--- config.mk ---
export PLATFORM = sky130hd
export DESIGN_NAME = robot_opponent_seek_controller_flat
export DESIGN_NICKNAME = d
export VERILOG_FILES = /design/src/rtl/core/rosc_pkg.sv /design/src/rtl/core/rosc_sample_if.sv /design/src/rtl/core/rosc_drive_if.sv /design/src/rtl/core/rosc_decide.sv /design/src/rtl/core/robot_opponent_seek_controller.sv /design/src/flat_wrapper.sv
export SDC_FILE = /design/constraint.sdc
export NUM_CORES = 1
export LEC_CHECK = 0
export ABC_AREA = 0
export BUFFER_PORTS_ARGS = -buffer_cell sky130_fd_sc_hd__buf_2
export CAP_MARGIN = 20
export CORE_ASPECT_RATIO = 0.75
export CORE_MARGIN = 10
export CORE_UTILIZATION = 30
export CTS_BUF_LIST = sky130_fd_sc_hd__clkbuf_8
export CTS_CLUSTER_SIZE = 30
export DETAILED_ROUTE_END_ITERATION = 12
export PLACE_DENSITY_LB_ADDON = 0.08
export SKIP_LAST_GASP = 1
export SYNTH_ARGS = -nofsm -noshare
export SYNTH_HDL_FRONTEND = slang
export SYNTH_SLANG_ARGS = --single-unit
--- constraint.sdc ---
create_clock -name clk_i -period 5.9 [get_ports clk_i]
set_input_delay 1.18 -clock clk_i [delete_from_list [all_inputs] [get_ports clk_i]]
set_output_delay 1.18 -clock clk_i [all_outputs]
set_load 0.01 [all_outputs]
--- src/rtl/core/rosc_pkg.sv ---
// Shared types, constants and helpers for the opponent seek controller.
package rosc_pkg;

  localparam int unsigned TIME_W     = 32;
  localparam int unsigned DIST_W     = 16;
  localparam int unsigned SPEED_W    = 8;
  localparam int unsigned DRIVE_W    = 9;
  localparam int unsigned CFG_IDX_W  = 3;
  localparam int unsigned CFG_DATA_W = 16;

  localparam logic [SPEED_W-1:0] ESCAPE_BACK_DRIVE = 8'd200;
  localparam logic [SPEED_W-1:0] ESCAPE_TURN_DRIVE = 8'd200;
  localparam logic [SPEED_W-1:0] TRACK_SLOW_DRIVE  = 8'd100;
  localparam logic [SPEED_W-1:0] TRACK_FAST_DRIVE  = 8'd220;

  typedef enum logic [CFG_IDX_W-1:0] {
    CFG_RAM_DISTANCE   = 3'd0,
    CFG_TRACK_DISTANCE = 3'd1,
    CFG_BACK_TIME      = 3'd2,
    CFG_TURN_TIME      = 3'd3,
    CFG_LOCK_WINDOW    = 3'd4,
    CFG_SEARCH_PERIOD  = 3'd5,
    CFG_CHARGE_DRIVE   = 3'd6,
    CFG_SPIN_DRIVE     = 3'd7
  } cfg_idx_e;

  typedef enum logic [1:0] {
    PHASE_NONE = 2'd0,
    PHASE_BACK = 2'd1,
    PHASE_TURN = 2'd2
  } phase_e;

  typedef enum logic [1:0] {
    SIDE_NONE  = 2'd0,
    SIDE_LEFT  = 2'd1,
    SIDE_RIGHT = 2'd2
  } side_e;

  typedef logic signed [DRIVE_W-1:0] drive_t;

  typedef struct packed {
    logic [TIME_W-1:0] now_ms;
    logic [DIST_W-1:0] dist_front;
    logic [DIST_W-1:0] dist_left;
    logic [DIST_W-1:0] dist_right;
    logic              line_left;
    logic              line_right;
  } sample_t;

  typedef struct packed {
    logic [DIST_W-1:0]  ram_distance;
    logic [DIST_W-1:0]  track_distance;
    logic [DIST_W-1:0]  back_time;
    logic [DIST_W-1:0]  turn_time;
    logic [DIST_W-1:0]  lock_window;
    logic [DIST_W-1:0]  search_period;
    logic [SPEED_W-1:0] charge_drive;
    logic [SPEED_W-1:0] spin_drive;
  } cfg_t;

  localparam cfg_t CFG_RESET = '{
    ram_distance:   16'd200,
    track_distance: 16'd300,
    back_time:      16'd300,
    turn_time:      16'd250,
    lock_window:    16'd500,
    search_period:  16'd1000,
    charge_drive:   8'd255,
    spin_drive:     8'd120
  };

  typedef struct packed {
    phase_e            escape_phase;
    logic              escape_turn_left;
    logic [TIME_W-1:0] escape_start;
    side_e             last_side;
    logic [TIME_W-1:0] target_seen_time;
    logic              search_spin_right;
    logic [TIME_W-1:0] search_start;
  } ctl_state_t;

  localparam ctl_state_t STATE_RESET = '{
    escape_phase:      PHASE_NONE,
    escape_turn_left:  1'b0,
    escape_start:      '0,
    last_side:         SIDE_NONE,
    target_seen_time:  '0,
    search_spin_right: 1'b0,
    search_start:      '0
  };

  function automatic drive_t drive_pos(logic [SPEED_W-1:0] mag);
    return drive_t'({1'b0, mag});
  endfunction

  function automatic drive_t drive_neg(logic [SPEED_W-1:0] mag);
    return drive_t'({DRIVE_W{1'b0}} - {1'b0, mag});
  endfunction

endpackage

--- src/rtl/core/rosc_sample_if.sv ---
// Sensor sample channel: valid/ready handshake with the sample fields.
interface rosc_sample_if;
  logic                      valid;
  logic                      ready;
  logic [rosc_pkg::TIME_W-1:0] now_ms;
  logic [rosc_pkg::DIST_W-1:0] dist_front;
  logic [rosc_pkg::DIST_W-1:0] dist_left;
  logic [rosc_pkg::DIST_W-1:0] dist_right;
  logic                      line_left;
  logic                      line_right;

  modport source (
    output valid, now_ms, dist_front, dist_left, dist_right, line_left, line_right,
    input  ready
  );
  modport sink (
    input  valid, now_ms, dist_front, dist_left, dist_right, line_left, line_right,
    output ready
  );
endinterface

--- src/rtl/core/rosc_drive_if.sv ---
// Wheel drive channel: valid/ready handshake with signed left and right drive.
interface rosc_drive_if;
  logic                                valid;
  logic                                ready;
  logic signed [rosc_pkg::DRIVE_W-1:0] left_drive;
  logic signed [rosc_pkg::DRIVE_W-1:0] right_drive;

  modport source (
    output valid, left_drive, right_drive,
    input  ready
  );
  modport sink (
    input  valid, left_drive, right_drive,
    output ready
  );
endinterface

--- src/rtl/core/rosc_decide.sv ---
// Mode decision for one sample: next controller state and drive result.
module rosc_decide (
  input  rosc_pkg::cfg_t       cfg_i,
  input  rosc_pkg::ctl_state_t state_i,
  input  rosc_pkg::sample_t    sample_i,
  output rosc_pkg::ctl_state_t state_o,
  output logic                 emit_o,
  output rosc_pkg::drive_t     left_o,
  output rosc_pkg::drive_t     right_o
);
  import rosc_pkg::*;

  logic [TIME_W-1:0] esc_elapsed;
  logic [TIME_W-1:0] tgt_elapsed;
  logic [TIME_W-1:0] srch_elapsed;

  assign esc_elapsed  = sample_i.now_ms - state_i.escape_start;
  assign tgt_elapsed  = sample_i.now_ms - state_i.target_seen_time;
  assign srch_elapsed = sample_i.now_ms - state_i.search_start;

  always_comb begin
    logic spin;
    logic locked;
    spin    = state_i.search_spin_right;
    locked  = 1'b0;
    state_o = state_i;
    emit_o  = 1'b1;
    left_o  = '0;
    right_o = '0;
    case (state_i.escape_phase)
      PHASE_BACK: begin
        left_o  = drive_neg(ESCAPE_BACK_DRIVE);
        right_o = drive_neg(ESCAPE_BACK_DRIVE);
        if (esc_elapsed >= TIME_W'(cfg_i.back_time)) begin
          state_o.escape_start = sample_i.now_ms;
          state_o.escape_phase = PHASE_TURN;
        end
      end
      PHASE_TURN: begin
        if (esc_elapsed >= TIME_W'(cfg_i.turn_time)) begin
          state_o.escape_phase = PHASE_NONE;
        end
        if (state_i.escape_turn_left) begin
          left_o  = drive_pos(ESCAPE_TURN_DRIVE);
          right_o = drive_neg(ESCAPE_BACK_DRIVE);
        end else begin
          left_o  = drive_neg(ESCAPE_BACK_DRIVE);
          right_o = drive_pos(ESCAPE_TURN_DRIVE);
        end
      end
      default: begin
        if (sample_i.line_left || sample_i.line_right) begin
          // edge seen: start reversing and hold the drive
          state_o.escape_phase     = PHASE_BACK;
          state_o.escape_start     = sample_i.now_ms;
          state_o.escape_turn_left = sample_i.line_left;
          emit_o                   = 1'b0;
        end else if (sample_i.dist_front < cfg_i.ram_distance) begin
          state_o.last_side        = SIDE_NONE;
          state_o.target_seen_time = sample_i.now_ms;
          left_o                   = drive_pos(cfg_i.charge_drive);
          right_o                  = drive_pos(cfg_i.charge_drive);
        end else if (sample_i.dist_left < cfg_i.track_distance) begin
          state_o.last_side        = SIDE_LEFT;
          state_o.target_seen_time = sample_i.now_ms;
          left_o                   = drive_pos(TRACK_SLOW_DRIVE);
          right_o                  = drive_pos(TRACK_FAST_DRIVE);
        end else if (sample_i.dist_right < cfg_i.track_distance) begin
          state_o.last_side        = SIDE_RIGHT;
          state_o.target_seen_time = sample_i.now_ms;
          left_o                   = drive_pos(TRACK_FAST_DRIVE);
          right_o                  = drive_pos(TRACK_SLOW_DRIVE);
        end else begin
          locked = (tgt_elapsed <= TIME_W'(cfg_i.lock_window)) &&
                   (state_i.last_side == SIDE_LEFT || state_i.last_side == SIDE_RIGHT);
          if (locked) begin
            if (state_i.last_side == SIDE_LEFT) begin
              left_o  = drive_neg(cfg_i.spin_drive);
              right_o = drive_pos(cfg_i.spin_drive);
            end else begin
              left_o  = drive_pos(cfg_i.spin_drive);
              right_o = drive_neg(cfg_i.spin_drive);
            end
          end else begin
            if (srch_elapsed >= TIME_W'(cfg_i.search_period)) begin
              spin                      = ~state_i.search_spin_right;
              state_o.search_spin_right = spin;
              state_o.search_start      = sample_i.now_ms;
            end
            if (spin) begin
              left_o  = drive_pos(cfg_i.spin_drive);
              right_o = drive_neg(cfg_i.spin_drive);
            end else begin
              left_o  = drive_neg(cfg_i.spin_drive);
              right_o = drive_pos(cfg_i.spin_drive);
            end
          end
        end
      end
    endcase
  end

endmodule

--- src/rtl/core/robot_opponent_seek_controller.sv ---
// Opponent seek controller: sample register, mode decision, drive result register.
// A sample passes the sample register and then the drive result register.
// The decision is combinational; mode state updates as the held sample advances.
// Throughput: one sample per cycle unless a held drive result stalls the input.
// Outside an escape, an edge line sample gives no result; the drive output holds.
// Reset clears the mode state and loads the register defaults; no clearing pass.
module robot_opponent_seek_controller (
  input  logic                               clk_i,
  input  logic                               rst_ni,
  rosc_sample_if.sink                        sample,
  rosc_drive_if.source                       drive,
  input  logic                               cfg_we_i,
  input  logic [rosc_pkg::CFG_IDX_W-1:0]     cfg_idx_i,
  input  logic [rosc_pkg::CFG_DATA_W-1:0]    cfg_wdata_i
);
  import rosc_pkg::*;

  cfg_t       cfg_q;
  ctl_state_t state_q;
  ctl_state_t state_d;
  sample_t    in_q;
  logic       in_vld_q;
  logic       out_vld_q;
  drive_t     left_q;
  drive_t     right_q;
  drive_t     left_d;
  drive_t     right_d;
  logic       emit;
  logic       adv;
  logic       accept;

  always_ff @(posedge clk_i or negedge rst_ni) begin
    if (!rst_ni) begin
      cfg_q <= CFG_RESET;
    end else if (cfg_we_i) begin
      case (cfg_idx_e'(cfg_idx_i))
        CFG_RAM_DISTANCE:   cfg_q.ram_distance   <= cfg_wdata_i;
        CFG_TRACK_DISTANCE: cfg_q.track_distance <= cfg_wdata_i;
        CFG_BACK_TIME:      cfg_q.back_time      <= cfg_wdata_i;
        CFG_TURN_TIME:      cfg_q.turn_time      <= cfg_wdata_i;
        CFG_LOCK_WINDOW:    cfg_q.lock_window    <= cfg_wdata_i;
        CFG_SEARCH_PERIOD:  cfg_q.search_period  <= cfg_wdata_i;
        CFG_CHARGE_DRIVE:   cfg_q.charge_drive   <= cfg_wdata_i[SPEED_W-1:0];
        CFG_SPIN_DRIVE:     cfg_q.spin_drive     <= cfg_wdata_i[SPEED_W-1:0];
        default: ;
      endcase
    end
  end

  rosc_decide u_decide (
    .cfg_i   (cfg_q),
    .state_i (state_q),
    .sample_i(in_q),
    .state_o (state_d),
    .emit_o  (emit),
    .left_o  (left_d),
    .right_o (right_d)
  );

  // advance the held sample unless its result has nowhere to go
  assign adv          = in_vld_q && (!emit || !out_vld_q || drive.ready);
  assign sample.ready = !in_vld_q || adv;
  assign accept       = sample.valid && sample.ready;

  always_ff @(posedge clk_i or negedge rst_ni) begin
    if (!rst_ni) begin
      in_vld_q <= 1'b0;
    end else if (accept) begin
      in_vld_q <= 1'b1;
    end else if (adv) begin
      in_vld_q <= 1'b0;
    end
  end

  always_ff @(posedge clk_i) begin
    if (accept) begin
      in_q.now_ms     <= sample.now_ms;
      in_q.dist_front <= sample.dist_front;
      in_q.dist_left  <= sample.dist_left;
      in_q.dist_right <= sample.dist_right;
      in_q.line_left  <= sample.line_left;
      in_q.line_right <= sample.line_right;
    end
  end

  always_ff @(posedge clk_i or negedge rst_ni) begin
    if (!rst_ni) begin
      state_q <= STATE_RESET;
    end else if (adv) begin
      state_q <= state_d;
    end
  end

  always_ff @(posedge clk_i or negedge rst_ni) begin
    if (!rst_ni) begin
      out_vld_q <= 1'b0;
    end else if (adv && emit) begin
      out_vld_q <= 1'b1;
    end else if (drive.ready) begin
      out_vld_q <= 1'b0;
    end
  end

  always_ff @(posedge clk_i) begin
    if (adv && emit) begin
      left_q  <= left_d;
      right_q <= right_d;
    end
  end

  assign drive.valid       = out_vld_q;
  assign drive.left_drive  = left_q;
  assign drive.right_drive = right_q;

endmodule

--- src/flat_wrapper.sv ---
// flat-port wrapper written by rule: the top's interface ports become plain ports
module robot_opponent_seek_controller_flat import rosc_pkg::*;
  (clk_i, rst_ni, cfg_we_i, cfg_idx_i, cfg_wdata_i, sample_valid, sample_now_ms, sample_dist_front, sample_dist_left, sample_dist_right, sample_line_left, sample_line_right, sample_ready, drive_valid, drive_left_drive, drive_right_drive, drive_ready);
  rosc_sample_if sample_i ();
  rosc_drive_if drive_i ();
  input  logic clk_i;
  input  logic rst_ni;
  input  logic cfg_we_i;
  input  logic [rosc_pkg::CFG_IDX_W-1:0] cfg_idx_i;
  input  logic [rosc_pkg::CFG_DATA_W-1:0] cfg_wdata_i;
  input wire logic [$bits(sample_i.valid)-1:0] sample_valid;
  input wire logic [$bits(sample_i.now_ms)-1:0] sample_now_ms;
  input wire logic [$bits(sample_i.dist_front)-1:0] sample_dist_front;
  input wire logic [$bits(sample_i.dist_left)-1:0] sample_dist_left;
  input wire logic [$bits(sample_i.dist_right)-1:0] sample_dist_right;
  input wire logic [$bits(sample_i.line_left)-1:0] sample_line_left;
  input wire logic [$bits(sample_i.line_right)-1:0] sample_line_right;
  output wire logic [$bits(sample_i.ready)-1:0] sample_ready;
  output wire logic [$bits(drive_i.valid)-1:0] drive_valid;
  output wire logic [$bits(drive_i.left_drive)-1:0] drive_left_drive;
  output wire logic [$bits(drive_i.right_drive)-1:0] drive_right_drive;
  input wire logic [$bits(drive_i.ready)-1:0] drive_ready;
  assign sample_i.valid = sample_valid;
  assign sample_i.now_ms = sample_now_ms;
  assign sample_i.dist_front = sample_dist_front;
  assign sample_i.dist_left = sample_dist_left;
  assign sample_i.dist_right = sample_dist_right;
  assign sample_i.line_left = sample_line_left;
  assign sample_i.line_right = sample_line_right;
  assign sample_ready = sample_i.ready;
  assign drive_valid = drive_i.valid;
  assign drive_left_drive = drive_i.left_drive;
  assign drive_right_drive = drive_i.right_drive;
  assign drive_i.ready = drive_ready;
  robot_opponent_seek_controller u_core (.clk_i(clk_i), .rst_ni(rst_ni), .sample(sample_i), .drive(drive_i), .cfg_we_i(cfg_we_i), .cfg_idx_i(cfg_idx_i), .cfg_wdata_i(cfg_wdata_i));
endmodule
### Word level (Yosys, flattened, before mapping)

Cells that the tools add are included.

| storage, ports and cells | value |
|---|---|
| bits of input ports | 106 |
| output and inout bits | 20 |
| word-level logic and storage cells | 129 |
| bits in registers | 316 |

| operators by class | value |
|---|---|
| equal/unequal tests | 13 |
| reduce and logical (&&, ||, !) cells | 32 |
| muxes and demuxes | 40 |
| $lt $le $gt $ge | 7 |
| bitwise logic cells | 8 |
| $add $sub $neg | 4 |

Operator list:

| cell | count |
|---|---|
| $mux 9 | 16 |
| $mux 34 | 3 |
| $ge 32x16->1 | 3 |
| $sub 32x32->32 | 3 |
| $pmux 32 s2 | 1 |
| $lt 16x16->1 | 3 |
| $pmux 9 s2 | 2 |
| $mux 35 | 1 |
| $le 32x16->1 | 1 |
| $mux 32 | 1 |
| $reduce_and 2->1 | 8 |
| $mux 1 | 13 |
| $eq 3x3->1 const B | 4 |
| $reduce_and 4->1 | 3 |
| $sub 1x8->9 const A | 1 |
| $not 1->1 | 8 |
| $reduce_and 8->1 | 1 |
| $eq 3x2->1 const B | 2 |
| $reduce_bool 2->1 | 3 |
| $reduce_bool 3->1 | 2 |
| $logic_or 1x1->1 | 5 |
| $eq 2x1->1 const B | 2 |
| $eq 2x2->1 const B | 2 |
| $logic_and 1x1->1 | 4 |
| 8 further kinds | 12 |

### Depth between registers and ports, before layout

Gate-level depths: netlist of run 1.

| depth | value |
|---|---|
| word-level depth | 16 |
| mapped depth | 25 |
| depth with buffers taken out | 24 |

### Cells and area by module

A second synthesis of run 1 with hierarchy kept.

| unflattened totals | value |
|---|---|
| cells, all modules | 2642 |
| area, all modules | 24207.0 µm² |

By module, submodules not included:

| module | cells an instance | area an instance (µm²) | instances |
|---|---|---|---|
| robot_opponent_seek_controller | 935 | 12971.2 | 1 |
| rosc_decide | 1707 | 11235.8 | 1 |

### Worst setup path after synthesis of run 1

Ideal clock, no wire load.

| path | value |
|---|---|
| path type | register to register |
| start | register u_core.in_q[50] (netlist name) |
| end | register u_core.right_q[7], in the netlist u_core.drive.right_drive[7], data pin |
| setup time | 0.261 ns |
| slack | 0.831 ns |
| stages on the path, launching flop included | 24 |
| buffers on the path | 1 |
| clock period less this slack | 5.069 ns |
| arrival | 4.807 ns |
| cell sequence | edfxtp_1 > inv_1 > ha_1 > fa_1 > nor2b_1 > o2111ai_1 > a211o_1 > and3_1 > xnor2_1 > ha_1 > a21oi_1 > a21boi_0 > nor4_1 > o2111ai_1 > nor3_1 > nor4b_1 > nand4b_1 > a2111oi_0 > a31oi_1 > o31ai_2 > buf_2 > nor2b_1 > mux2i_1 > nand3_1 |

| between the ends | value |
|---|---|
| longest elaborated chain between the ends | 16 |

RTL lines:

| item | line | RTL |
|---|---|---|
| from (decl) | robot_opponent_seek_controller.sv:21 | `sample_t in_q;` |
| $sub 32x32->32 | rosc_decide.sv:19 | `assign srch_elapsed = sample_i.now_ms - state_i.search_start;` |
| $ge 32x16->1 | rosc_decide.sv:85 | `if (srch_elapsed >= TIME_W'(cfg_i.search_period)) begin` |
| $mux 1 | rosc_decide.sv:85 |  |
| $mux 1 | rosc_decide.sv:76 | `if (locked) begin` |
| $mux 1 | rosc_decide.sv:68 | `end else if (sample_i.dist_right < cfg_i.track_distance) begin` |
| $mux 1 | rosc_decide.sv:63 | `end else if (sample_i.dist_left < cfg_i.track_distance) begin` |
| $mux 1 | rosc_decide.sv:58 | `end else if (sample_i.dist_front < cfg_i.ram_distance) begin` |
| $mux 1 | rosc_decide.sv:52 | `if (sample_i.line_left \|\| sample_i.line_right) begin` |
| $mux 1 | rosc_decide.sv:30 | `case (state_i.escape_phase)` |
| $mux 9 | rosc_decide.sv:90 | `if (spin) begin` |
| $mux 9 * | rosc_decide.sv:76 |  |
| $mux 9 * | rosc_decide.sv:68 |  |
| $mux 9 * | rosc_decide.sv:63 |  |
| $mux 9 * | rosc_decide.sv:58 |  |
| $mux 9 * | rosc_decide.sv:52 |  |
| $pmux 9 s2 * | rosc_decide.sv:30 |  |
| named net u_core.right_d[7] | robot_opponent_seek_controller.sv:27 | `drive_t right_d;` |
| to (signal assigned) | robot_opponent_seek_controller.sv:107 | `right_q <= right_d;` |
| to (decl) | robot_opponent_seek_controller.sv:25 | `drive_t right_q;` |

Mark *: on every way through the listed nets, which the timed path passes. The rest lies on a longest branch. The select of a mux whose other input is x is not followed.
A chain may end at the register's enable or synchronous reset.

### Worst setup path after layout of run 1

| path | value |
|---|---|
| start | register u_core.in_q[50] (netlist name) |
| end | register u_core.left_q[4], in the netlist u_core.drive.left_drive[4], data pin |

| between the ends | value |
|---|---|
| longest elaborated chain between the ends | 16 |

RTL lines:

| item | line | RTL |
|---|---|---|
| $sub 32x32->32 | rosc_decide.sv:19 |  |
| $ge 32x16->1 | rosc_decide.sv:85 |  |
| $mux 1 | rosc_decide.sv:85 |  |
| $mux 1 | rosc_decide.sv:76 |  |
| $mux 1 | rosc_decide.sv:68 |  |
| $mux 1 | rosc_decide.sv:63 |  |
| $mux 1 | rosc_decide.sv:58 |  |
| $mux 1 | rosc_decide.sv:52 |  |
| $mux 1 | rosc_decide.sv:30 |  |
| $mux 9 | rosc_decide.sv:90 |  |
| $mux 9 * | rosc_decide.sv:76 |  |
| $mux 9 * | rosc_decide.sv:68 |  |
| $mux 9 * | rosc_decide.sv:63 |  |
| $mux 9 * | rosc_decide.sv:58 |  |
| $mux 9 * | rosc_decide.sv:52 |  |
| $pmux 9 s2 * | rosc_decide.sv:30 |  |
| named net u_core.left_d[4] | robot_opponent_seek_controller.sv:26 | `drive_t left_d;` |
| to (signal assigned) | robot_opponent_seek_controller.sv:106 | `left_q <= left_d;` |
| to (decl) | robot_opponent_seek_controller.sv:24 | `drive_t left_q;` |

Marked as above.

==> metrics.md, run 1 <==
| Metric | Value |
|---|---|
| Post-CTS Hold Fix Bufs | `0` |
| CTS tree | `yes` |
| DRT antenna net count | `0` |
| Commonest non-fill, non-tap cells in the layout | `inv_1 (240), ha_1 (206), dfrtp_1 (175)` |
| Die Span X | `about 320 µm` |
| Final min period | `between 5 and 6 ns` |
| Worst clock skew | `roughly 0.034 ns` |
| Status | `finished clean` |
| Initial DRT Pass Iterations | `6` |
| Final setup viols | `0` |
| Commonest non-fill, non-tap cell in the layout | `inv_1` |
| Register area share after synthesis | `0.409` |
| Drt wl/cell | `~20 µm` |
| CTS Sinks | `approximately 320` |
| CTS Root Buffer Type | `clkbuf_8` |
| Largest net degree at the start of global routing | `between 100 and 150` |
| Rows | `between 80 and 90` |
| Fin. max-slew vios | `0` |
| GP Congestion | `between 0.8 and 0.9` |
| Grt total ovfl | `0` |
| Starting Density | `0.302` |
| Clock Path Buffers | `3` |
| Core area | `68200 µm²` |
| Max_cap viols | `0` |
| Post-Synth XOR/XNOR Area | `0.0247` |
| Ratio of final minimum period to clock period | `0.933` |
| Filler Cell Count | `between 6000 and 7000` |
| Total GRT Usage | `0.162` |
| Post-synthesis adder-cell area fraction | `0.128` |
| Die height | `247 µm` |
| Headroom to the max-slew limit | `0.294` |
| Post-synthesis mux area share | `0.0920` |
| Post-synthesis cell type count | `between 80 and 90` |
| Synth warnings | `0` |
| Leak | `~11 nW` |
| Core Util, Final | `0.349` |
| CTS Buf Count | `58` |
| Vias per cell | `around 5.1` |
| Number of flops mapped to enable cells by yosys | `between 90 and 100` |
| # nets final | `~2600` |
| Kind of critical path | `reg -> reg` |
| Final Hold Fails | `0` |
| Cell Pwr Density | `516 nW/µm²` |
| PortBufs | `125` |
| R2R Setup Slk | `~0.39 ns` |
| Fmax | `0.182 GHz` |
| Final WS setup | `around 0.4 ns` |
| Clk_lat worst skew | `roughly 0.67 ns` |
| Syn_nets | `about 2400` |
| Arrival time of the worst setup path | `between 5 and 6 ns` |
| Via count | `about 16000` |
| Initial antenna violation count | `8` |
| Initial detailed-routing violation count | `1038` |
| R2r endpoint | `u_core.drive.left_drive[4]$_DFFE_PP_` |
| First-pass GRT wire length | `100 mm` |
| DIE AREA | `~80000 µm²` |
| Worst setup EP type | `flip-flop` |
| DP Wirelength | `about 49 mm` |
| Crit. Startpoint | `u_core.in_q[50]$_DFFE_PP_` |
| Type of origin of the critical path | `flip-flop` |
| Worst slack at placement | `-0.147 ns` |
| Least-Margin Pin Slew | `around 1.0 ns` |
| Critical Path Fanout Max | `12` |
| RR Startpoint | `u_core.in_q[50]$_DFFE_PP_` |
| I/O Pins | `around 130` |
| Area grow syn2layout | `15.6%` |
| Fraction of layout cells with a size suffix above 1 | `0.203` |
| Async SR Flop Fraction | `0.686` |
| Clock transition at path regs | `approximately 0.060 ns` |
| Worst reg2reg path depth | `21` |
| Synthesis-stage register bit count | `between 300 and 400` |
| Vias in the first global route | `~16000` |
| Simple-Gate Fraction of Synth Area | `0.129` |
| Routed WL | `around 65 mm` |
| # DRC | `0` |
| Mean area per synthesized cell | `~10 µm²` |
| Post-synthesis cell count | `approximately 2100` |
| Htree depth | `2` |
| Worst VDD drop | `around 0.16 mV` |
| Compound-gate portion of the synthesized area | `0.163` |
| Mapped Area | `~21000 µm²` |
| Setup TNS | `0 ns` |
| Worst Path Required | `between 6 and 7 ns` |
| Worst hold path class | `reg -> reg` |
| Hold slack | `0.489 ns` |
| End point of the critical path | `u_core.drive.left_drive[4]$_DFFE_PP_` |
| Primary FF master, synth | `dfrtp_1` |
| Main combinational cell family by area after synthesis | `compound AO/OA/AOI/OAI gates` |
## per-layer routing
layer | share of wire | GRT usage
met5 | 0 | 0
met4 | 0.018 | 0.0393
met3 | 0.055 | 0.0329
met2 | 0.39 | 0.229
met1 | 0.53 | 0.246
## cell families (layout without fill, tap and decap cells)
| kind of cell | after synthesis | after routing |
|---|---|---|
| xor+xnor | 58 | 58 |
| fa+ha+maj | 209 | 209 |
| compound gates | 531 | 532 |
| buf+inv | 284 | 503 |
| mux | 160 | 160 |
| flops | 315 | 315 |
| simple gates | 525 | 525 |
| other cells | 0 | 5 |
## timing repair
item,in CTS,in global routing
cloned,0,1
setup buffers,0,3
resized for setup,0,11
setup endpoints to repair,12,16
pin swaps,1,5
## critical path: stages (launching register included)
cell,delay (ns)
edfxtp_1,0.36
inv_1,0.07
ha_1,0.24
fa_1,0.43
nor2b_1,0.20
o2111ai_1,0.19
a211o_1,0.35
and3_1,0.21
xnor2_1,0.18
ha_1,0.29
a21oi_1,0.15
a21boi_0,0.13
nor4_1,0.24
or4b_1,0.47
nor4_1,0.29
nand4b_1,0.24
nor4_4,0.47
o31ai_4,0.13
buf_12,0.17
o21a_1,0.18
nor3_1,0.17
o31ai_1,0.09
## final cells by class
class / instances / area (µm²) / area share
timing repair buffer: 175 / 1080 / 0.0455
tap: 892 / 1120 / 0.0469
sequential: 315 / 8430 / 0.354
inverter: 219 / 822 / 0.0345
multi-input combinational: 1484 / 11200 / 0.470
clock inverter: 37 / 165 / 0.00694
clock buffer: 72 / 991 / 0.0416
antenna: 5 / 12.5 / 0.000526
## registers in the layout, indices dropped and copies added, names as in the netlist
name and count:
u_core.cfg_q 112, u_core.drive.left_drive 8, u_core.drive.right_drive 9, u_core.drive.valid 1, u_core.in_q 82, u_core.in_vld_q 1
u_core.state_q 102
## synth_stat cells (all sizes together) (24+ instances only)
master  count  area, µm²
nand3      44        220
nand2b     34        213
edfxtp     99       2970
dfstp      41       1080
nand2     154        578
a211oi     24        180
inv       219        822
a21oi     142        714
o21ai     151        756
nor2b      24        150
o21a       27        203
a21o       62        465
xnor2      39        342
dfrtp     175       4380
nor2       85        319
clkbuf     54        203
nand4      26        163
ha        206       2580
mux2      147       1760
nor3       55        275
## power breakdown
part           switching [mW]  total, mW  internal [mW]  leakage [nW]
logic                    4.02       6.90           2.88          6.40
clock network            1.00       2.10           1.10         0.679
registers               0.327       3.28           2.96          3.55
total                    5.35       12.3           6.94          10.6
## metrics by stage
step                area, µm²  total power [mW]  cells
detailed placement      22500              10.1   3080
CTS                     23700              12.3   3189
global route            23800              13.4   3195
finish                  23800              12.3   3199
floorplan               20600              8.14   2082
global placement        22500              10.1   3078
## worst min-delay path by stage
stage | endpoint | start | slack [ns] | depth (start not counted)
floorplan | u_core.state_q[67]$_DFFE_PN0P_ | u_core.state_q[67]$_DFFE_PN0P_ | 0.46 | 1
finish | u_core.state_q[29]$_DFFE_PN0P_ | u_core.state_q[29]$_DFFE_PN0P_ | 0.49 | 1
global placement | u_core.state_q[7]$_DFFE_PN0P_ | u_core.state_q[7]$_DFFE_PN0P_ | 0.48 | 1
detailed placement | u_core.state_q[29]$_DFFE_PN0P_ | u_core.state_q[29]$_DFFE_PN0P_ | 0.48 | 1
CTS | u_core.drive.valid$_DFFE_PN0P_ | rst_ni | 0.49 | 1
global route | u_core.state_q[27]$_DFFE_PN0P_ | u_core.state_q[27]$_DFFE_PN0P_ | 0.50 | 1
No activity file was read; power rests on OpenSTA's default activity.
==> run 2: changes to the inputs <==
--- a/config.mk
+++ b/config.mk
@@ -12,9 +12,10 @@
 export CORE_MARGIN = 10
 export CORE_UTILIZATION = 30
 export CTS_BUF_LIST = sky130_fd_sc_hd__clkbuf_8
+export CTS_CLUSTER_DIAMETER = 120
 export CTS_CLUSTER_SIZE = 30
 export DETAILED_ROUTE_END_ITERATION = 12
-export PLACE_DENSITY_LB_ADDON = 0.08
+export PLACE_DENSITY = 0.5
 export SKIP_LAST_GASP = 1
 export SYNTH_ARGS = -nofsm -noshare
 export SYNTH_HDL_FRONTEND = slang
==> constraint.sdc (replaced) <==
create_clock -name clk_i -period 6.3 [get_ports clk_i]
set_input_delay 1.26 -clock clk_i [delete_from_list [all_inputs] [get_ports clk_i]]
set_output_delay 1.26 -clock clk_i [all_outputs]
set_load 0.01 [all_outputs]
==> run 2 against run 1 <==
Combinational power down 7.5%; routed wire length decreased by 6.9%; final area is 4.3% lower; total power fell by 15%; highest routed layer unchanged.
==> metrics.md, run 2 (synthesis results as in run 1) <==
| Metric | Value |
|---|---|
| DP Wirelength | `46.6 mm (-4.9%)` |
| Inst Count DP | `3068 (-0.39%)` |
| CTS tree | `yes` |
| Worst hold path class | `reg -> reg` |
| Leak | `10.0 nW (-5.5%)` |
| Non-Filler Instances | `3101 (-3.1%)` |
| Fmax | `0.168 GHz (-7.7%)` |
| CP bufs+invs | `2 (unchanged)` |
| Clock Path Buffers | `3 (unchanged)` |
| Post-route cell area | `22800 µm² (-4.3%)` |
| I/O Pins | `126 (unchanged)` |
| Critical Path Fanout Max | `12 (unchanged)` |
| CTS Root Buffer Type | `clkbuf_8` |
| Largest net degree at the start of global routing | `161 (+26%)` |
| Routed WL | `60.7 mm (-6.9%)` |
| Worst clock skew | `0.0372 ns (+0.00268 ns)` |
| # DRC | `0 (unchanged)` |
| Initial antenna violation count | `7 (-1)` |
| Area grow syn2layout | `10.6%` |
| Grt total ovfl | `0 (unchanged)` |
| DIE AREA | `79600 µm² (unchanged)` |
| Ratio of final minimum period to clock period | `0.946 (+0.0132)` |
| Hold slack | `0.513 ns (+0.0239 ns)` |
| Critical path's top delay family | `compound AO/OA/AOI/OAI gates` |
| # nets final | `2512 (-2.2%)` |
| Kind of critical path | `reg -> reg` |
| Clk_lat worst skew | `0.63 ns (-0.04 ns)` |
| Total GRT Usage | `0.148 (-0.0139)` |
| Post-DP Area | `22400 µm² (-0.58%)` |
| Initial DRT Pass Iterations | `7 (+1)` |
| Final Hold Fails | `0 (unchanged)` |
| Headroom to the max-slew limit | `0.192 (-0.102)` |
| Via count | `15870 (-2.1%)` |
| Worst path slowest cell | `edfxtp_1` |
| CTS Buf Count | `15 (-74%)` |
| Starting Density | `0.302 (unchanged)` |
| Initial detailed-routing violation count | `1091 (+5.1%)` |
| Unrepaired setup endpoints after global routing | `true` |
| Commonest non-fill, non-tap cells in the layout | `inv_1 (225), ha_1 (206), dfrtp_1 (175)` |
| Drt wl/cell | `19.6 µm (-3.9%)` |
| Largest registers | `u_core.cfg_q x112, u_core.state_q x102, u_core.in_q x82` |
| First-pass GRT wire length | `92.7 mm (-7.3%)` |
| PortBufs | `125 (unchanged)` |
| Clock transition at path regs | `0.18 ns (+0.12 ns)` |
| Fin. max-slew vios | `0 (unchanged)` |
| Worst setup EP type | `flip-flop` |
| GP Congestion | `0.905 (+8.1%)` |
| Most flops, register | `u_core.cfg_q` |
| CP max stage delay | `0.45 ns (-0.02 ns)` |
| CTS Sinks | `315 (unchanged)` |
| Commonest non-fill, non-tap cell in the layout | `inv_1` |
| Max_cap viols | `0 (unchanged)` |
| Die Span X | `322 µm (unchanged)` |
| Vias in the first global route | `15370 (-5.9%)` |
| Vias per cell | `5.12 (+0.97%)` |
| Final setup viols | `0 (unchanged)` |
| Least-Margin Pin Slew | `1.20 ns (+0.151 ns)` |
| Arrival time of the worst setup path | `6.35 ns (+0.43 ns)` |
| Final min period | `5.96 ns (+0.457 ns)` |
| Fraction of layout cells with a size suffix above 1 | `0.176 (-0.0278)` |
| Die height | `247 µm (unchanged)` |
| Worst Path Required | `6.69 ns (+0.38 ns)` |
| Core area | `68200 µm² (unchanged)` |
| Htree depth | `1 (-1)` |
| Largest register FFs | `112 (unchanged)` |
| Worst VDD drop | `0.189 mV (+21%)` |
| DRT antenna net count | `0 (unchanged)` |
| Cell Pwr Density | `457 nW/µm² (-11%)` |
| Critical path, cell by cell | `inv_1 -> ha_1 -> fa_1 -> nor2b_1 -> o2111ai_1 -> a211o_1 -> and3_1 -> xnor2_1 -> ha_1 -> a21oi_1 -> a21boi_0 -> nor4_1 -> o2111ai_1 -> nor3_1 -> nor4b_1 -> nand4b_1 -> a2111oi_0 -> a31oi_1 -> o31ai_4 -> buf_12 -> nor2b_1 -> mux2i_1 -> nand3_1` |
| Type of origin of the critical path | `flip-flop` |
| Status | `finished clean` |
| Rows | `83 (unchanged)` |
-- run 2: cell count changes in the layout (fill, tap and decap cells not counted), sizes merged --
cell | before | now
buf | 175 | 162
clkbuf | 72 | 16
clkinvlp | 1 | 0
inv | 242 | 228
diode | 5 | 4
clkinv | 13 | 0
-- run 2: repair_timing --
item,CTS,global route
setup buffers,0,2
endpoints found under the setup margin,0,15
gates resized for setup,0,5
hold buffers,0,0
-- run 2: worst paths after layout --
| path | from | end | slack (ns) | cells after the start |
|---|---|---|---|---|
| max | u_core.in_q[50]$_DFFE_PP_ | u_core.drive.right_drive[7]$_DFFE_PP_ | 0.34 | 23 |
| min reg2reg | u_core.state_q[23]$_DFFE_PN0P_ | u_core.state_q[23]$_DFFE_PN0P_ | 0.51 | 1 |
| min | u_core.state_q[23]$_DFFE_PN0P_ | u_core.state_q[23]$_DFFE_PN0P_ | 0.51 | 1 |
| max in group asynchronous | rst_ni | u_core.state_q[40]$_DFFE_PN0P_ | 4.40 | 2 |
| max reg2reg | u_core.in_q[50]$_DFFE_PP_ | u_core.drive.right_drive[7]$_DFFE_PP_ | 0.34 | 23 |
| min in group asynchronous | rst_ni | u_core.state_q[94]$_DFFE_PN0P_ | 0.53 | 1 |
-- run 2: routing by layer --
metal	routed length [µm]	part of all wire	global-route usage	vias to the layer above
met4	924	0.015	0.0256	0
li1	-	-	-	7712
met3	3570	0.059	0.0256	41
met2	24800	0.41	0.214	392
met1	31400	0.52	0.227	7725
met5	0	0	0	-
-- run 2: cell type report --
cell class | count | area (µm²)
diodes | 4 | 10.0
clock buffers | 16 | 220
clock inverters | 9 | 70.1
fillers | 6870 | 45500
inverters | 219 | 822
multi-input cells | 1484 | 11100
flip-flops and latches | 315 | 8430
well taps | 892 | 1120
repair buffers | 162 | 958
-- run 2: through the flow --
step	total power [mW]	setup WS, ns	TNS, ns	utilization
2_1_floorplan	7.63	1.23	0	-
3_3_place_gp	9.31	0.390	0	0.328
3_5_place_dp	9.38	0.227	0	0.328
4_1_cts	10.4	0.175	0	0.332
5_1_grt	11.4	-0.00708	-0.00708	0.334
6_report	10.4	0.338	0	0.334
-- run 2: where the power goes --
group	switching [mW]	internal [mW]	total [mW]
logic	3.72	2.66	6.38
clock network	0.701	0.258	0.960
registers	0.312	2.76	3.07
total	4.73	5.68	10.4
==> run 3: changes to the inputs <==
--- a/config.mk
+++ b/config.mk
@@ -9,12 +9,12 @@
 export BUFFER_PORTS_ARGS = -buffer_cell sky130_fd_sc_hd__buf_2
 export CAP_MARGIN = 20
 export CORE_ASPECT_RATIO = 0.75
-export CORE_MARGIN = 10
 export CORE_UTILIZATION = 30
 export CTS_BUF_LIST = sky130_fd_sc_hd__clkbuf_8
 export CTS_CLUSTER_DIAMETER = 120
 export CTS_CLUSTER_SIZE = 30
 export DETAILED_ROUTE_END_ITERATION = 12
+export MAX_ROUTING_LAYER = met4
 export PLACE_DENSITY = 0.5
 export SKIP_LAST_GASP = 1
 export SYNTH_ARGS = -nofsm -noshare
==> constraint.sdc (replaced) <==
create_clock -name clk_i -period 6.3 [get_ports clk_i]
set_input_delay 1.26 -clock clk_i [delete_from_list [all_inputs] [get_ports clk_i]]
set_output_delay 1.26 -clock clk_i [all_outputs]
set_load 0.02 [all_outputs]
==> run 3 against run 2 <==
Via count increased by 0.11%; maximum frequency grew 0.16%; utilization up 0.40 points; largest power group unchanged.
==> metrics.md, run 3 (synthesis results as in run 1) <==
| Metric | Value |
|---|---|
| Type of origin of the critical path | `flip-flop` |
| Worst Path Required | `6.78 ns (+0.09 ns)` |
| M2 GR Usage | `0.245 (+0.0303)` |
| Comb pwr share | `0.618 (+0.005)` |
| Worst hold path class | `reg -> reg` |
| Largest registers | `u_core.cfg_q x112, u_core.state_q x102, u_core.in_q x82` |
| Vias in the first global route | `15434 (+0.42%)` |
| Routed WL | `60.5 mm (-0.34%)` |
| Fin. max-slew vios | `0 (unchanged)` |
| Arrival time of the worst setup path | `6.44 ns (+0.09 ns)` |
| GR Layer Usage met1 | `0.271 (+0.0434)` |
| Sw Ratio | `0.460 (+0.00579)` |
| Sequential Power Share | `0.292 (-0.003)` |
| Fmax | `0.168 GHz (+0.16%)` |
| Worst setup EP type | `flip-flop` |
| First-pass GRT wire length | `92.5 mm (-0.23%)` |
| Initial antenna violation count | `2 (-5)` |
| Kind of critical path | `reg -> reg` |
| Clock Path Buffers | `3 (unchanged)` |
| Vias per cell | `5.15 (+0.56%)` |
| Worst clock skew | `0.0676 ns (+0.0305 ns)` |
| Most flops, register | `u_core.cfg_q` |
| Drt wl/cell | `19.6 µm (+0.11%)` |
| Fraction of layout cells with a size suffix above 1 | `0.175 (-0.000828)` |
| Clk_lat worst skew | `0.63 ns (about the same)` |
| Clock share of power | `0.090 (-0.002)` |
| CTS tree | `yes` |
| PortBufs | `125 (unchanged)` |
| Largest register FFs | `112 (unchanged)` |
| Non-Filler Instances | `3087 (-0.45%)` |
| Met3 Usage GRT | `0.0212 (-0.00433)` |
| Commonest non-fill, non-tap cells in the layout | `inv_1 (226), ha_1 (206), dfrtp_1 (175)` |
| GP Congestion | `0.928 (+2.5%)` |
| Htree depth | `1 (unchanged)` |
| CTS Sinks | `315 (unchanged)` |
| Core area | `67300 µm² (-1.4%)` |
| DIE AREA | `69700 µm² (-12%)` |
| Unrepaired setup endpoints after global routing | `false` |
| Inst Count DP | `3054 (-0.46%)` |
| Final Hold Fails | `0 (unchanged)` |
| Ratio of final minimum period to clock period | `0.945 (-0.00153)` |
| Largest net degree at the start of global routing | `114 (-29%)` |
| Initial detailed-routing violation count | `1066 (-2.3%)` |
| Headroom to the max-slew limit | `0.300 (+0.108)` |
| Initial DRT Pass Iterations | `5 (-2)` |
| Critical Path Fanout Max | `12 (unchanged)` |
| Starting Density | `0.306 (+0.00414)` |
| Commonest non-fill, non-tap cell in the layout | `inv_1` |
| # nets final | `2511 (-0.040%)` |
| Die Span X | `304 µm (-5.6%)` |
| Max_cap viols | `0 (unchanged)` |
| Worst VDD drop | `0.129 mV (-32%)` |
| Least-Margin Pin Slew | `1.04 ns (-0.153 ns)` |
| Setup TNS | `0 ns (unchanged)` |
| Filler Cell Count | `6896 (+0.38%)` |
| Rows | `82 (-1.2%)` |
| DRT antenna net count | `0 (unchanged)` |
| DP Wirelength | `46.1 mm (-0.98%)` |
| Area grow syn2layout | `10.4%` |
| Busiest grt layer | `met1` |
| Psw | `4.84 mW (+2.3%)` |
| CTS Buf Count | `15 (unchanged)` |
| Status | `finished clean` |
| Clock transition at path regs | `0.19 ns (about the same)` |
| Total GRT Usage | `0.175 (+0.0265)` |
| Hold slack | `0.513 ns (+0.000101 ns)` |
| P_int | `5.67 mW (about the same)` |
| Leak | `10.0 nW (-0.11%)` |
| # DRC | `0 (unchanged)` |
| Die height | `229 µm (-7.3%)` |
| I/O Pins | `126 (unchanged)` |
| Grt total ovfl | `0 (unchanged)` |
| CTS Root Buffer Type | `clkbuf_8` |
| Final setup viols | `0 (unchanged)` |
| Cell Pwr Density | `462 nW/µm² (+1.2%)` |
| Final min period | `5.95 ns (-0.00964 ns)` |
| Via count | `15887 (+0.11%)` |
run 3: metal layers:
layer / vias up / wire [µm]
li1: 7694 / -
met1: 7813 / 32500
met5: - / 0
met3: 35 / 2740
met4: 0 / 669
met2: 345 / 24600
run 3: worst paths after layout:
kind                                           startpoint                               endpoint  slack, ns  cells past startpoint
max                             u_core.in_q[50]$_DFFE_PP_  u_core.drive.right_drive[3]$_DFFE_PP_       0.35                     21
min                        u_core.state_q[24]$_DFFE_PN0P_         u_core.state_q[24]$_DFFE_PN0P_       0.51                      1
max reg2reg                     u_core.in_q[50]$_DFFE_PP_  u_core.drive.right_drive[3]$_DFFE_PP_       0.35                     21
min reg2reg                u_core.state_q[24]$_DFFE_PN0P_         u_core.state_q[24]$_DFFE_PN0P_       0.51                      1
max in group asynchronous                          rst_ni         u_core.state_q[64]$_DFFE_PN0P_       4.38                      2
min in group asynchronous                          rst_ni         u_core.state_q[95]$_DFFE_PN0P_       0.67                      1
run 3: cell type report:
class / instances / area, µm² / share of cell area
clock inverters: 10 / 83.8 / 0.00369
well taps: 882 / 1100 / 0.0485
flip-flops and latches: 315 / 8430 / 0.371
clock buffers: 15 / 206 / 0.00908
inverters: 219 / 822 / 0.0362
multi-input cells: 1484 / 11100 / 0.490
diodes: 1 / 2.50 / 0.000110
repair buffers: 161 / 948 / 0.0417
run 3: critical path, cell delays in order (launching register included):
cell and delay [ns]:
edfxtp_1 0.45, inv_1 0.10, ha_1 0.24, fa_1 0.43
nor2b_1 0.19, o2111ai_1 0.20, a211o_1 0.35, and3_1 0.22
xnor2_1 0.14, ha_1 0.32, a21oi_1 0.15, a21boi_0 0.12
nor4_1 0.24, or4b_1 0.47, nor4_1 0.29, nand4b_1 0.19
nor4_2 0.82, o31ai_4 0.14, buf_12 0.18, a2111oi_0 0.41
a31oi_1 0.08, nand3_1 0.10
run 3: power groups by stage:
stage	logic [mW]	clock network (mW)	registers [mW]
6_report	6.49	0.949	3.07
5_1_grt	7.22	1.06	3.14
4_1_cts	6.42	1.00	3.07
3_5_place_dp	6.37	0	3.12
3_3_place_gp	6.30	0	3.10
2_1_floorplan	4.59	0	3.08
run 3: per-stage QoR:
| step | setup WS, ns | util | power (mW) | instance area, µm² |
|---|---|---|---|---|
| 4_1_cts | 0.143 | 0.336 | 10.5 | 22600 |
| 2_1_floorplan | 1.23 | - | 7.67 | 20600 |
| 3_5_place_dp | 0.149 | 0.332 | 9.48 | 22300 |
| 6_report | 0.347 | 0.338 | 10.5 | 22700 |
| 5_1_grt | 0.0206 | 0.338 | 11.4 | 22700 |
| 3_3_place_gp | 0.399 | 0.332 | 9.39 | 22300 |
run 3: what timing repair did:
action                     CTS  global route
resized for setup            0             4
hold buffers                 0             0
setup endpoints to repair    0            16
setup buffers                0             4
